`config.mk`:
```
export PLATFORM = sky130hd
export DESIGN_NAME = vrd_ram
export DESIGN_NICKNAME = d
export VERILOG_FILES = /design/src/rtl/core/vrd_ram.sv
export SDC_FILE = /design/constraint.sdc
export NUM_CORES = 2
export LEC_CHECK = 0
export ABC_AREA = 1
export BUFFER_PORTS_ARGS = -buffer_cell sky130_fd_sc_hd__buf_2
export CORE_MARGIN = 1.5
export CORE_UTILIZATION = 40
export DETAILED_ROUTE_END_ITERATION = 6
export PLACE_DENSITY = 0.53
export RECOVER_POWER = 25
export SLEW_MARGIN = 30
export SYNTH_ARGS = -nofsm -noshare
export SYNTH_HDL_FRONTEND = slang
export SYNTH_SLANG_ARGS = --single-unit
```
`constraint.sdc`:
```
create_clock -name clk -period 4.7 [get_ports clk]
set_clock_uncertainty 0.05 [all_clocks]
set_input_delay 0.94 -clock clk [delete_from_list [all_inputs] [get_ports clk]]
set_output_delay 0.94 -clock clk [all_outputs]
set_load 0.01 [all_outputs]
```
`src/rtl/core/vrd_ram.sv`:
```
// Generic single-port RAM with registered read.
module vrd_ram #(
  parameter int WIDTH = 8,
  parameter int DEPTH = 256
) (
  input  logic                     clk,
  input  logic                     we,
  input  logic [$clog2(DEPTH)-1:0] addr,
  input  logic [WIDTH-1:0]         wdata,
  output logic [WIDTH-1:0]         rdata
);

  logic [WIDTH-1:0] mem [DEPTH];

  always_ff @(posedge clk) begin
    if (we) begin
      mem[addr] <= wdata;
    end
    rdata <= mem[addr];
  end

endmodule

```
# After elaboration in Yosys (flattened, before gate mapping)
# Memory sizes are Yosys's and may differ from the RTL's. A register that Yosys moved wholly into a read port is not among the register bits.
# Cells that the tools add are included.
# word_totals
input_bits	18
elab_cells	3
ram_bits	2048
memories	1
out_inout_bits	8
regBits	0
# op_classes
muxes	2
# mem_list
memory	words	width	read_ports	rd_ports_with_merged_regs	wr	line_no	rtl
mem	256	8	1	1	1	13	logic [WIDTH-1:0] mem [DEPTH];
# op_table
cell	n
1-bit 2-to-1 mux	2

# Depth between registers and ports, before layout
# logic_depth
depth_word	2
depth_mapped	15
ltp_nobuf	13

# Least setup slack after synthesis
# Ideal clock, no wire load.
# synth_path
kind	input port to flip-flop
start	input port addr[1]
end	memory mem[234][0] (enable)
arrival_ns	2.410
stages	10
path_buffers	4
slack_ns	1.870
t_required_ns	4.280
setup_ns	0.370
cell_sequence	buf_4 -> inv_4 -> nor2_8 -> buf_4 -> buf_4 -> inv_2 -> nor2_1 -> nand2_1 -> clkbuf_1 -> nor2_1
# synth_lines
element	line_no	rtl
start: declaration	8	input logic [$clog2(DEPTH)-1:0] addr,
end: declaration	13	
# No word-level cell before the write port.

# Worst setup path after layout
# layout_path
start	input port wdata[6]
end	memory mem[34][6], data pin
# layout_lines
element	line_no	rtl
start: declaration	9	input logic [WIDTH-1:0] wdata,
# No word-level cell before the write port.

==> results.txt <==
Final worst-path cycle share - 0.814
WP data required - 4830 ps
Avg Cell Area, Syn - 10.6 µm²
CTS Hold Buffers Added - 0
Initial DRC count - 5106
Startpoint types - input pin
Relative slew margins - -1.48
Hpwl dp - 140 mm
Die area - 215000 µm²
Placed instance area - 89100 µm²
CTS tree - done
P&R area growth vs syn - 12.5%
Post-Route WL - 239 mm
Grt total ovfl - 0
H-tree level count - 4
Final min period - 3830 ps
Type of the worst min-delay path - input pin to register
Yosys warns - 0
CP Capture Type - register
Most common cell after layout, fill and taps aside - nand2_1
First-pass GRT wire length - 356 mm
DR WL/cell - 21.7 µm
Post-CTS sizing - 0
Dpl ws - 565 ps
Die width - 464 µm
DRC viols - 0
Post-synthesis register bit count - 2056
Top-area cell type share of the netlist area - 0.725
Maximum vdd drop - 398 µV
Total Nets Final - 8083
Hold Violations, Final - 0
Port buffer count - 25
Synthesized netlist cell count - 8021
Crit path buf inv count - 2
Clk root buf - clkbuf_16
Max-Cap Viols - 8
Sum Neg Setup Slack - 0 ps
Router iterations before antenna repair - 6
Clock Tree Buf Depth - 3
TritonCTS buffer count - 210
Post-Syn Area - 84900 µm²
Commonest non-fill, non-tap cells in the layout - nand2_1 (4766), edfxtp_1 (2048), nor2_1 (355), clkbuf_16 (215), nand3_1 (188)
Clk sinks - 2056
Crit-path max cell delay - 2450 ps
CP max stage cell - clkdlybuf4s25_1
Unrepaired setup endpoints after global routing - false
Row cnt - 168
Worst-path cell chain - buf_8, clkdlybuf4s25_1
Synth area leaders - edfxtp_1 (72%), nand2_1 (21%), nor2_1 (1.6%), nand3_1 (1.1%), buf_2 (1.1%)
Die Y - 464 µm
Setup CP Type - input pin to register
Max-slew violations - 570
Biggest area consumer among synthesized cells - edfxtp_1
Via Count - 55400
Filler instances - 19500
Crit-path leading delay family - buffers and inverters
Maximum clock rate - 261 MHz
Design Area, Final - 95500 µm²
CTS clk-pin slew, worst paths - 60 ps
Antenna violations before repair - 12
Static Leak - 37.6 nW
Largest net degree at the start of global routing - 131
Worst Max-Slew Pin Slew - 3710 ps
Seq/Total Area, Yosys - 0.727
Synth Net Count - 8039
Core area - 210000 µm²
Post-CTS setup buffer count - 0
Vias in the first global route - 53700
All-layer global routing usage - 0.220
Status - complete, but fails checks
Initial Util - 0.404
Post-DRT Antenna Nets - 0
Final Setup Violations - 0
Layout cells sized above 1 - 0.0659
Final WS setup - 873 ps
P per Cell Area - 405 nW/µm²
Critical path peak fanout - 66
FF+latch area - 61700 µm²
Via/cell ratio - 5.02
Cell variety after synth - 18
RD Place Congestion - 0.849
Critical path data arrival time - 3960 ps
Failing checks - capacitance limit, slew limit
Worst-Skew Late Latency - 850 ps
Multi-input logic area - 21200 µm²
Boundary pin count - 26
synthesized netlist by cell type:
master / instances
buf_2: 182
nand2_4: 1
o21ai_1: 119
nor2_8: 1
nor2_1: 361
dfxtp_1: 8
clkbuf_1: 170
a21oi_1: 32
inv_4: 2
buf_6: 7
inv_2: 2
buf_4: 6
nand2_1: 4770
o21ai_0: 41
edfxtp_1: 2048
inv_1: 31
nand3_1: 188
buf_1: 52
registers in the layout, indices dropped and copies added (netlist names):
signal	count
rdata	8
mem	2048
routing by layer:
layer / global-route usage / vias to the layer above / share of wire
met5: 0 / - / 0.00011
met4: 0.0663 / 4 / 0.029
met3: 0.0293 / 355 / 0.055
met2: 0.351 / 1506 / 0.47
met1: 0.313 / 27100 / 0.45
li1: - / 26400 / -
metrics by stage:
stage / cells / hold WS [ps] / power, mW / util
final: 11000 / 547 / 38.6 / 0.454
after global routing: 11000 / 544 / 39.7 / 0.454
after CTS: 11000 / 452 / 38.9 / 0.455
after detailed placement: 10700 / 859 / 22.9 / 0.424
after global placement: 10700 / 860 / 22.9 / 0.424
after floorplan: 8021 / 738 / 21.8 / -
power breakdown:
group          internal (mW)  leakage, nW  switching [mW]
clock network           9.05         3.18            7.09
logic                  0.515         15.9            1.74
registers               20.2         18.5          0.0277
path summary, 6_finish.rpt:
kind / start / to / slack, ps / cells past startpoint
setup / recovery: wdata[6] / mem[34][6]$_DFFE_PP_ / 870 / 2
hold reg to reg: mem[94][4]$_DFFE_PP_ / rdata[4]$_DFF_P_ / 880 / 10
setup reg to reg: mem[167][2]$_DFFE_PP_ / rdata[2]$_DFF_P_ / 2420 / 12
hold / removal: wdata[6] / mem[166][6]$_DFFE_PP_ / 550 / 1
final cells by class:
class	count	area share
Antenna cell	5	0.000131
Clock buffer	260	0.0581
Clock inverter	125	0.0103
Inverter	35	0.00176
Multi-Input combinational cell	5513	0.222
Sequential cell	2056	0.646
Tap cell	2805	0.0367
Timing Repair Buffer	249	0.0249
logic make-up (layout without fill, tap and decap cells):
family / after synthesis / in the layout / share of synthesized area
flip-flops: 2056 / 2056 / 0.727
buffers and inverters: 452 / 669 / 0.0236
other: 0 / 5 / 0
AND/OR/NAND/NOR: 5321 / 5321 / 0.238
AO/OA/AOI/OAI: 192 / 192 / 0.0113
No activity file was read; power rests on OpenSTA's default activity.
