===== src/rtl/core/vrd_pkg.sv =====
// Shared constants and types for the voxel ray traversal block.
package vrd_pkg;

  localparam int GRID_BITS = 5;
  localparam int FRAC_BITS = 16;

  localparam int ORG_W    = 32;
  localparam int DIR_W    = 16;
  localparam int LIMIT_W  = 12;
  localparam int VOX_W    = 5;
  localparam int TYPE_W   = 8;
  localparam int OCELL_W  = 16;
  localparam int FACE_W   = 2;

  localparam int ADDR_W   = 3 * GRID_BITS;
  localparam int DEPTH    = 1 << ADDR_W;

  localparam int SUM_W    = 32;
  localparam int LEN_W    = 16;
  localparam int DELTA_W  = 32;
  localparam int SIDE0_W  = DELTA_W + 1;
  localparam int SIDE_W   = SIDE0_W + LIMIT_W + 1;
  localparam int CELL_W   = ORG_W - FRAC_BITS + LIMIT_W + 1;
  localparam int MA_W     = (FRAC_BITS + 1 > DIR_W) ? FRAC_BITS + 1 : DIR_W;
  localparam int PROD_W   = MA_W + DELTA_W;

  localparam int REM_W    = 20;
  localparam int ITER_W   = 5;
  localparam int SQRT_ITER = 16;
  localparam int DIV_ITER  = 32;

  localparam logic [MA_W-1:0] ONE_FX = MA_W'(1) << FRAC_BITS;

  localparam logic [FACE_W-1:0] STEP_POS  = 2'b01;
  localparam logic [FACE_W-1:0] STEP_NEG  = 2'b11;
  localparam logic [FACE_W-1:0] STEP_NONE = 2'b00;

  localparam logic OP_WRITE = 1'b0;
  localparam logic OP_CAST  = 1'b1;

  typedef struct packed {
    logic start;
    logic sqrt_mode;
  } dsq_ctl_t;

  typedef struct packed {
    logic busy;
    logic done;
  } dsq_sts_t;

  function automatic logic [DIR_W-1:0] mag_f(input logic signed [DIR_W-1:0] d);
    mag_f = d[DIR_W-1] ? (~d + 1'b1) : d;
  endfunction

endpackage


===== src/rtl/core/vrd_dsq.sv =====
// Shared iterative unit: restoring square root and division, one digit per cycle.
module vrd_dsq
  import vrd_pkg::*;
(
  input  logic               clk,
  input  logic               rst_n,
  input  dsq_ctl_t           ctl,
  input  logic [SUM_W-1:0]   opa,
  input  logic [DIR_W-1:0]   opb,
  output dsq_sts_t           sts,
  output logic [DELTA_W-1:0] res
);

  logic [SUM_W-1:0]   acc_r;
  logic [REM_W-1:0]   rem_r;
  logic [DELTA_W-1:0] res_r;
  logic [DIR_W-1:0]   div_r;
  logic [ITER_W-1:0]  cnt_r;
  logic               busy_r, done_r, sqrt_r;

  logic [REM_W-1:0] rem_sh, trial, diff;
  logic             ge, last;

  always_comb begin
    if (sqrt_r) begin
      rem_sh = {rem_r[REM_W-3:0], acc_r[SUM_W-1 -: 2]};
      trial  = {{(REM_W-LEN_W-2){1'b0}}, res_r[LEN_W-1:0], 2'b01};
      last   = (cnt_r == ITER_W'(SQRT_ITER - 1));
    end else begin
      rem_sh = {rem_r[REM_W-2:0], acc_r[SUM_W-1]};
      trial  = {{(REM_W-DIR_W){1'b0}}, div_r};
      last   = (cnt_r == ITER_W'(DIV_ITER - 1));
    end
    ge   = (rem_sh >= trial);
    diff = rem_sh - trial;
  end

  always_ff @(posedge clk) begin
    if (!rst_n) begin
      busy_r <= 1'b0;
      done_r <= 1'b0;
    end else begin
      done_r <= 1'b0;
      if (ctl.start) begin
        busy_r <= 1'b1;
      end else if (busy_r && last) begin
        busy_r <= 1'b0;
        done_r <= 1'b1;
      end
    end
  end

  always_ff @(posedge clk) begin
    if (ctl.start) begin
      acc_r  <= opa;
      div_r  <= opb;
      rem_r  <= '0;
      res_r  <= '0;
      cnt_r  <= '0;
      sqrt_r <= ctl.sqrt_mode;
    end else if (busy_r) begin
      acc_r <= sqrt_r ? (acc_r << 2) : (acc_r << 1);
      rem_r <= ge ? diff : rem_sh;
      res_r <= {res_r[DELTA_W-2:0], ge};
      cnt_r <= cnt_r + 1'b1;
    end
  end

  assign sts.busy = busy_r;
  assign sts.done = done_r;
  assign res      = res_r;

endmodule


===== config.mk =====
export PLATFORM = sky130hd
export DESIGN_NAME = vrd_dsq
export DESIGN_NICKNAME = d
export VERILOG_FILES = /design/src/rtl/core/vrd_pkg.sv /design/src/rtl/core/vrd_dsq.sv
export SDC_FILE = /design/constraint.sdc
export NUM_CORES = 1
export LEC_CHECK = 0
export BUFFER_PORTS_ARGS = -buffer_cell sky130_fd_sc_hd__buf_2
export CAP_MARGIN = 15
export CELL_PAD_IN_SITES_DETAIL_PLACEMENT = 2
export CELL_PAD_IN_SITES_GLOBAL_PLACEMENT = 2
export CORE_ASPECT_RATIO = 1.25
export CORE_MARGIN = 2
export CORE_UTILIZATION = 25
export DETAILED_ROUTE_END_ITERATION = 8
export PLACE_DENSITY_LB_ADDON = 0.2
export SLEW_MARGIN = 25
export SYNTH_ARGS = -nofsm -noshare
export SYNTH_HDL_FRONTEND = slang
export SYNTH_SLANG_ARGS = --single-unit

===== constraint.sdc =====
create_clock -name clk -period 3.56 [get_ports clk]
set_input_delay 0.356 -clock clk [delete_from_list [all_inputs] [get_ports clk]]
set_output_delay 0.356 -clock clk [all_outputs]
set_load 0.02 [all_outputs]

**Word level (Yosys, flattened, before mapping)**

Index checks and enable logic that the tools add are counted.

- Flip-flop bits (word level): 107
- Bits of input ports: 52
- Output and inout port bits: 34
- Word-level logic and storage cells: 28

- Add/subtract/negate cells: 2
- Magnitude comparators: 1
- Eq/ne operators: 2
- Mux-type cells: 10
- Bitwise gates (word level): 1
- Reductions and logical operators: 4

Operators by type and width:

| operator | count |
|---|---|
| 2-to-1 mux 32 bit | 3 |
| greater-or-equal comparator 20 x 18 -> 1 bit | 1 |
| 2-to-1 mux 20 bit | 1 |
| 2-to-1 mux 19 bit | 1 |
| subtractor 19 x 18 -> 19 bit | 1 |
| 2-to-1 mux 18 bit | 1 |
| adder 5 x 1 -> 5 bit (second input constant) | 1 |
| == test 5 x 4 -> 1 bit (second input constant) | 1 |
| == test 5 bit (second input constant) | 1 |
| 2-to-1 mux 1 bit | 4 |
| nonzero test 2 bit | 2 |
| OR reduction 2 bit | 1 |
| logical AND 1 bit | 1 |
| inverter 1 bit | 1 |

**Logic depth before layout (Yosys ltp)**

- Word-level depth: 5
- Depth in mapped cells: 16
- Mapped depth without buffers: 11

**Worst setup path before layout**

Ideal clock, no wire load.

- Path type: register to register
- Start point: register sqrt_r
- End point: register rem_r[15]
- Library setup time: 0.128 ns
- Data arrival time: 3.707 ns
- Required time: 3.432 ns
- Slack: -0.275 ns
- Cell stages (with the launch flop): 15
- Clock period less this slack: 3.835 ns
- Path through: edfxtp_1 > buf_2 > buf_2 > buf_1 > buf_1 > mux2i_1 > ha_1 > and4_1 > nand2_1 > or4_4 > o211ai_4 > nand2_2 > buf_4 > a2111oi_0 > o31ai_1

- Cells in the longest elaborated chain, start to end: 3

Ends and longest elaborated chain:

| element | RTL line | text |
|---|---|---|
| from (decl) | vrd_dsq.sv:19 | `logic busy_r, done_r, sqrt_r;` |
| from (signal assigned) | vrd_dsq.sv:60 | `sqrt_r <= ctl.sqrt_mode;` |
| 2-to-1 mux 20 bit or 2-to-1 mux 18 bit (tied branches) | vrd_dsq.sv:25 | `if (sqrt_r) begin` |
| subtractor 19 x 18 -> 19 bit or greater-or-equal comparator 20 x 18 -> 1 bit (tied branches) | vrd_dsq.sv:35, vrd_dsq.sv:34 |  |
| 2-to-1 mux 19 bit * | vrd_dsq.sv:63 | `rem_r <= ge ? diff : rem_sh;` |
| to (signal assigned) | vrd_dsq.sv:63 |  |
| to (decl) | vrd_dsq.sv:15 | `logic [REM_W-1:0] rem_r;` |

Every way passes the cells marked *; elsewhere a longest branch is shown, timed or not.
A chain may end at the register's enable or synchronous reset.

**Worst setup path in the final report**

- Start point: register sqrt_r
- End point: register rem_r[3]

Same word-level chain as after synthesis.

==> flow_metrics.tcl <==
set metrics [dict create \
    outcome "finished clean" \
    grt_start_max_net_pins 44 \
    place.gp.congestion 0.7989 \
    seq_area_frac_synth 0.4668 \
    grt_pass1_wl_um 26620 \
    ir_drop_mv 0.2370 \
    antenna_found_initial 0 \
    crit_family "simple AND/OR/NAND/NOR gates" \
    wl_um 16360 \
    slowest_stage "or4_4" \
    finish.utilization 0.3051 \
    synthCells 550 \
    dr_total_vias 4441 \
    clock-sinks 107 \
    reg2reg_depth 10 \
    syn-cell-area_sq_um 5639 \
    die_h_um 171.9 \
    fin_tns_setup_ns 0 \
    synth.top_cell.area_share 0.2609 \
    grt_usage 0.1394 \
    die-area_sq_um 23780 \
    path_cells "buf_12 -> mux2_2 -> ha_1 -> and4_1 -> nand2_1 -> or4_4 -> o211ai_4 -> nand2_4 -> or3_1 -> a311oi_1" \
    clockBufferDepth 2 \
    regToRegStartpoint "sqrt_r$_DFFE_PP_" \
    period_minus_slack_ns 3.341 \
    num-fill-cells 2409 \
    coreArea_sq_um 22210 \
    slew_headroom 0.5881 \
    holdCritPathClass "in -> reg" \
    worst_pin_slew_ns 0.6023 \
    ff_latch_area_sq_um 2634 \
    hold_violations 0 \
    async_flop_share 0 \
    synth.ff_latch_count 107 \
    multi_input_area_sq_um 2855 \
    htree_levels 3 \
    synthTopCellsByArea "edfxtp_1 (26%), dfxtp_1 (21%), mux2i_1 (15%), o21ai_0 (4.3%), ha_1 (4.2%)" \
    finalClockSkew_ns 0.01097 \
    placementRows 61 \
    required_ns 3.82 \
    max_stage_delay_ns 0.56 \
    fmax_mhz 299.3 \
    clock_latency_ns 0.36 \
    min_path_cells 1 \
    yosysWarnings 0 \
    final.period_utilization 0.9386 \
    dieWidth_um 138.3 \
    root_buffer "clkbuf_16" \
    syn_nets 622 \
    p_leak_nw 2.881 \
    design_area_sq_um 6775 \
    ant_nets 0 \
    start_kind "flop" \
    pin_count 86 \
    synth_most_common_cell "mux2i_1" \
    hp-start "opb[3]" \
    ys.flop_type "dfxtp_1" \
    endpoint_kind "flop" \
    synth_edf_count 49 \
    syn_area_per_cell_sq_um 10.25 \
    drive_above_1_share 0.2332 \
    power.density_nw_per_um2 619.4 \
    rsz0062_at_grt "false" \
    wl_per_cell_um 17.74 \
    tritoncts "built" \
    path_class "reg -> reg" \
    n_antenna_cell 0 \
    critPathBufInv 1 \
    synth_top_cells_by_count "mux2i_1 (85), dfxtp_1 (58), nand2_1 (57)" \
    placed_cell_area_sq_um 6444 \
    via_per_inst 4.817 \
    grt_pass1_vias 4989 \
    slew_violations 0 \
    syn2layout_area_growth_pct 20.15 \
    setup_violations 0 \
    dr.pass1.iters 4 \
    start_util 0.2539 \
    portBuffers 85 \
    dp_hpwl_um 12280 \
    cts_buffers 9 \
    worstPathArrival_ns 3.61 \
    drtIter0Drc 159 \
    path_max_fanout 23 \
    synthDistinctLibCells 51 \
    cp.depth 10 \
    cap_violations 0 \
    crit_start "sqrt_r$_DFFE_PP_" \
    drc 0 \
    synth_top_area_cell "edfxtp_1" \
    clk_pin_slew_ns 0.08 \
    layout.nets 706 \
    overflow 0 \
]
-- placed cells by master, fill, tap and decap left out, types with 2 or more instances in the layout --
cell,Yosys,final
xor2_1,7,7
a21oi_1,20,19
a32oi_1,5,5
nand2b_1,8,8
dfxtp_1,58,57
buf_4,3,22
buf_2,2,84
a2111oi_0,2,2
nor2b_1,6,6
o21ai_0,49,48
a32o_1,4,4
inv_1,6,6
and2_1,2,2
or3_1,3,3
a21o_1,3,3
nand3_1,9,9
nand2_1,57,57
o211ai_1,8,8
mux2_2,17,17
nand4_1,7,7
edfxtp_1,49,49
o21a_1,4,4
ha_1,19,18
a211oi_1,4,3
mux2i_1,85,84
a211o_1,2,2
clkbuf_16,0,10
nor2_1,52,52
xnor2_1,10,10
-- state kept, by name, summed over array words and instances, names as in the netlist --
register	flops
acc_r	32
busy_r	1
cnt_r	5
div_r	16
done_r	1
rem_r	19
res	32
sqrt_r	1
-- where the power goes --
group          switching, mW  total [mW]  internal (mW)
logic                  0.933        1.64          0.712
clock network          0.490        1.04          0.546
registers             0.0951        1.52           1.42
total                   1.52        4.20           2.68
-- per-stage QoR --
| step | cells | total power, mW | setup WS [ns] | hold WS, ns |
|---|---|---|---|---|
| 2_1_floorplan | 550 | 2.687 | 0.1211 | 0.4374 |
| 3_3_place_gp | 905 | 3.136 | 0.2306 | 0.4640 |
| 3_5_place_dp | 905 | 3.173 | 0.04716 | 0.4789 |
| 4_1_cts | 921 | 4.245 | 0.06239 | 0.1556 |
| 5_1_grt | 922 | 4.488 | 0.01083 | 0.1594 |
| 6_report | 922 | 4.197 | 0.2187 | 0.1665 |
-- worst register-to-register path, stage by stage, from the launching register on --
cell	delay [ns]
edfxtp_1	0.43
buf_12	0.21
mux2_2	0.39
ha_1	0.40
and4_1	0.27
nand2_1	0.09
or4_4	0.56
o211ai_4	0.10
nand2_4	0.14
or3_1	0.39
a311oi_1	0.27
-- cell families (layout without fill, tap and decap cells) --
| logic type | count (synthesis) | in the layout | share of synthesized area |
|---|---|---|---|
| buffers and inverters | 40 | 129 | 0.03040 |
| multiplexers | 102 | 102 | 0.1848 |
| AND/OR/NAND/NOR | 153 | 153 | 0.1211 |
| AO/OA/AOI/OAI | 111 | 111 | 0.1247 |
| XOR/XNOR | 17 | 17 | 0.02640 |
| flip-flops | 107 | 107 | 0.4668 |
| adder cells (fa/ha/maj) | 20 | 20 | 0.04571 |
-- layer usage --
metal	global-route usage	part of all wire	wire, um
met1	0.1678	0.44	7129
met2	0.2518	0.52	8511
met3	0.02382	0.025	410
met4	0.04925	0.019	307
met5	0	0	0
-- final timing paths --
path              slack (ns)                     end
setup reg to reg        0.22   rem_r[3]$_SDFFE_PP0P_
hold / removal          0.17      div_r[3]$_DFFE_PP_
hold reg to reg         0.49  rem_r[12]$_SDFFE_PP0P_
setup / recovery        0.22   rem_r[3]$_SDFFE_PP0P_
-- layout make-up --
class | instances | area share
clock buffers | 11 | 0.03897
repair buffers | 107 | 0.08938
multi-input cells | 403 | 0.4214
well taps | 283 | 0.05226
flip-flops and latches | 107 | 0.3887
clock inverters | 5 | 0.005910
inverters | 6 | 0.003324
-- repair_timing --
action	CTS	global route
resized for setup	1	5
hold buffers	0	0
buffers inserted	0	1
endpoints found under the setup margin	1	13
cloned	0	0
No activity file was read; power rests on OpenSTA's default activity.
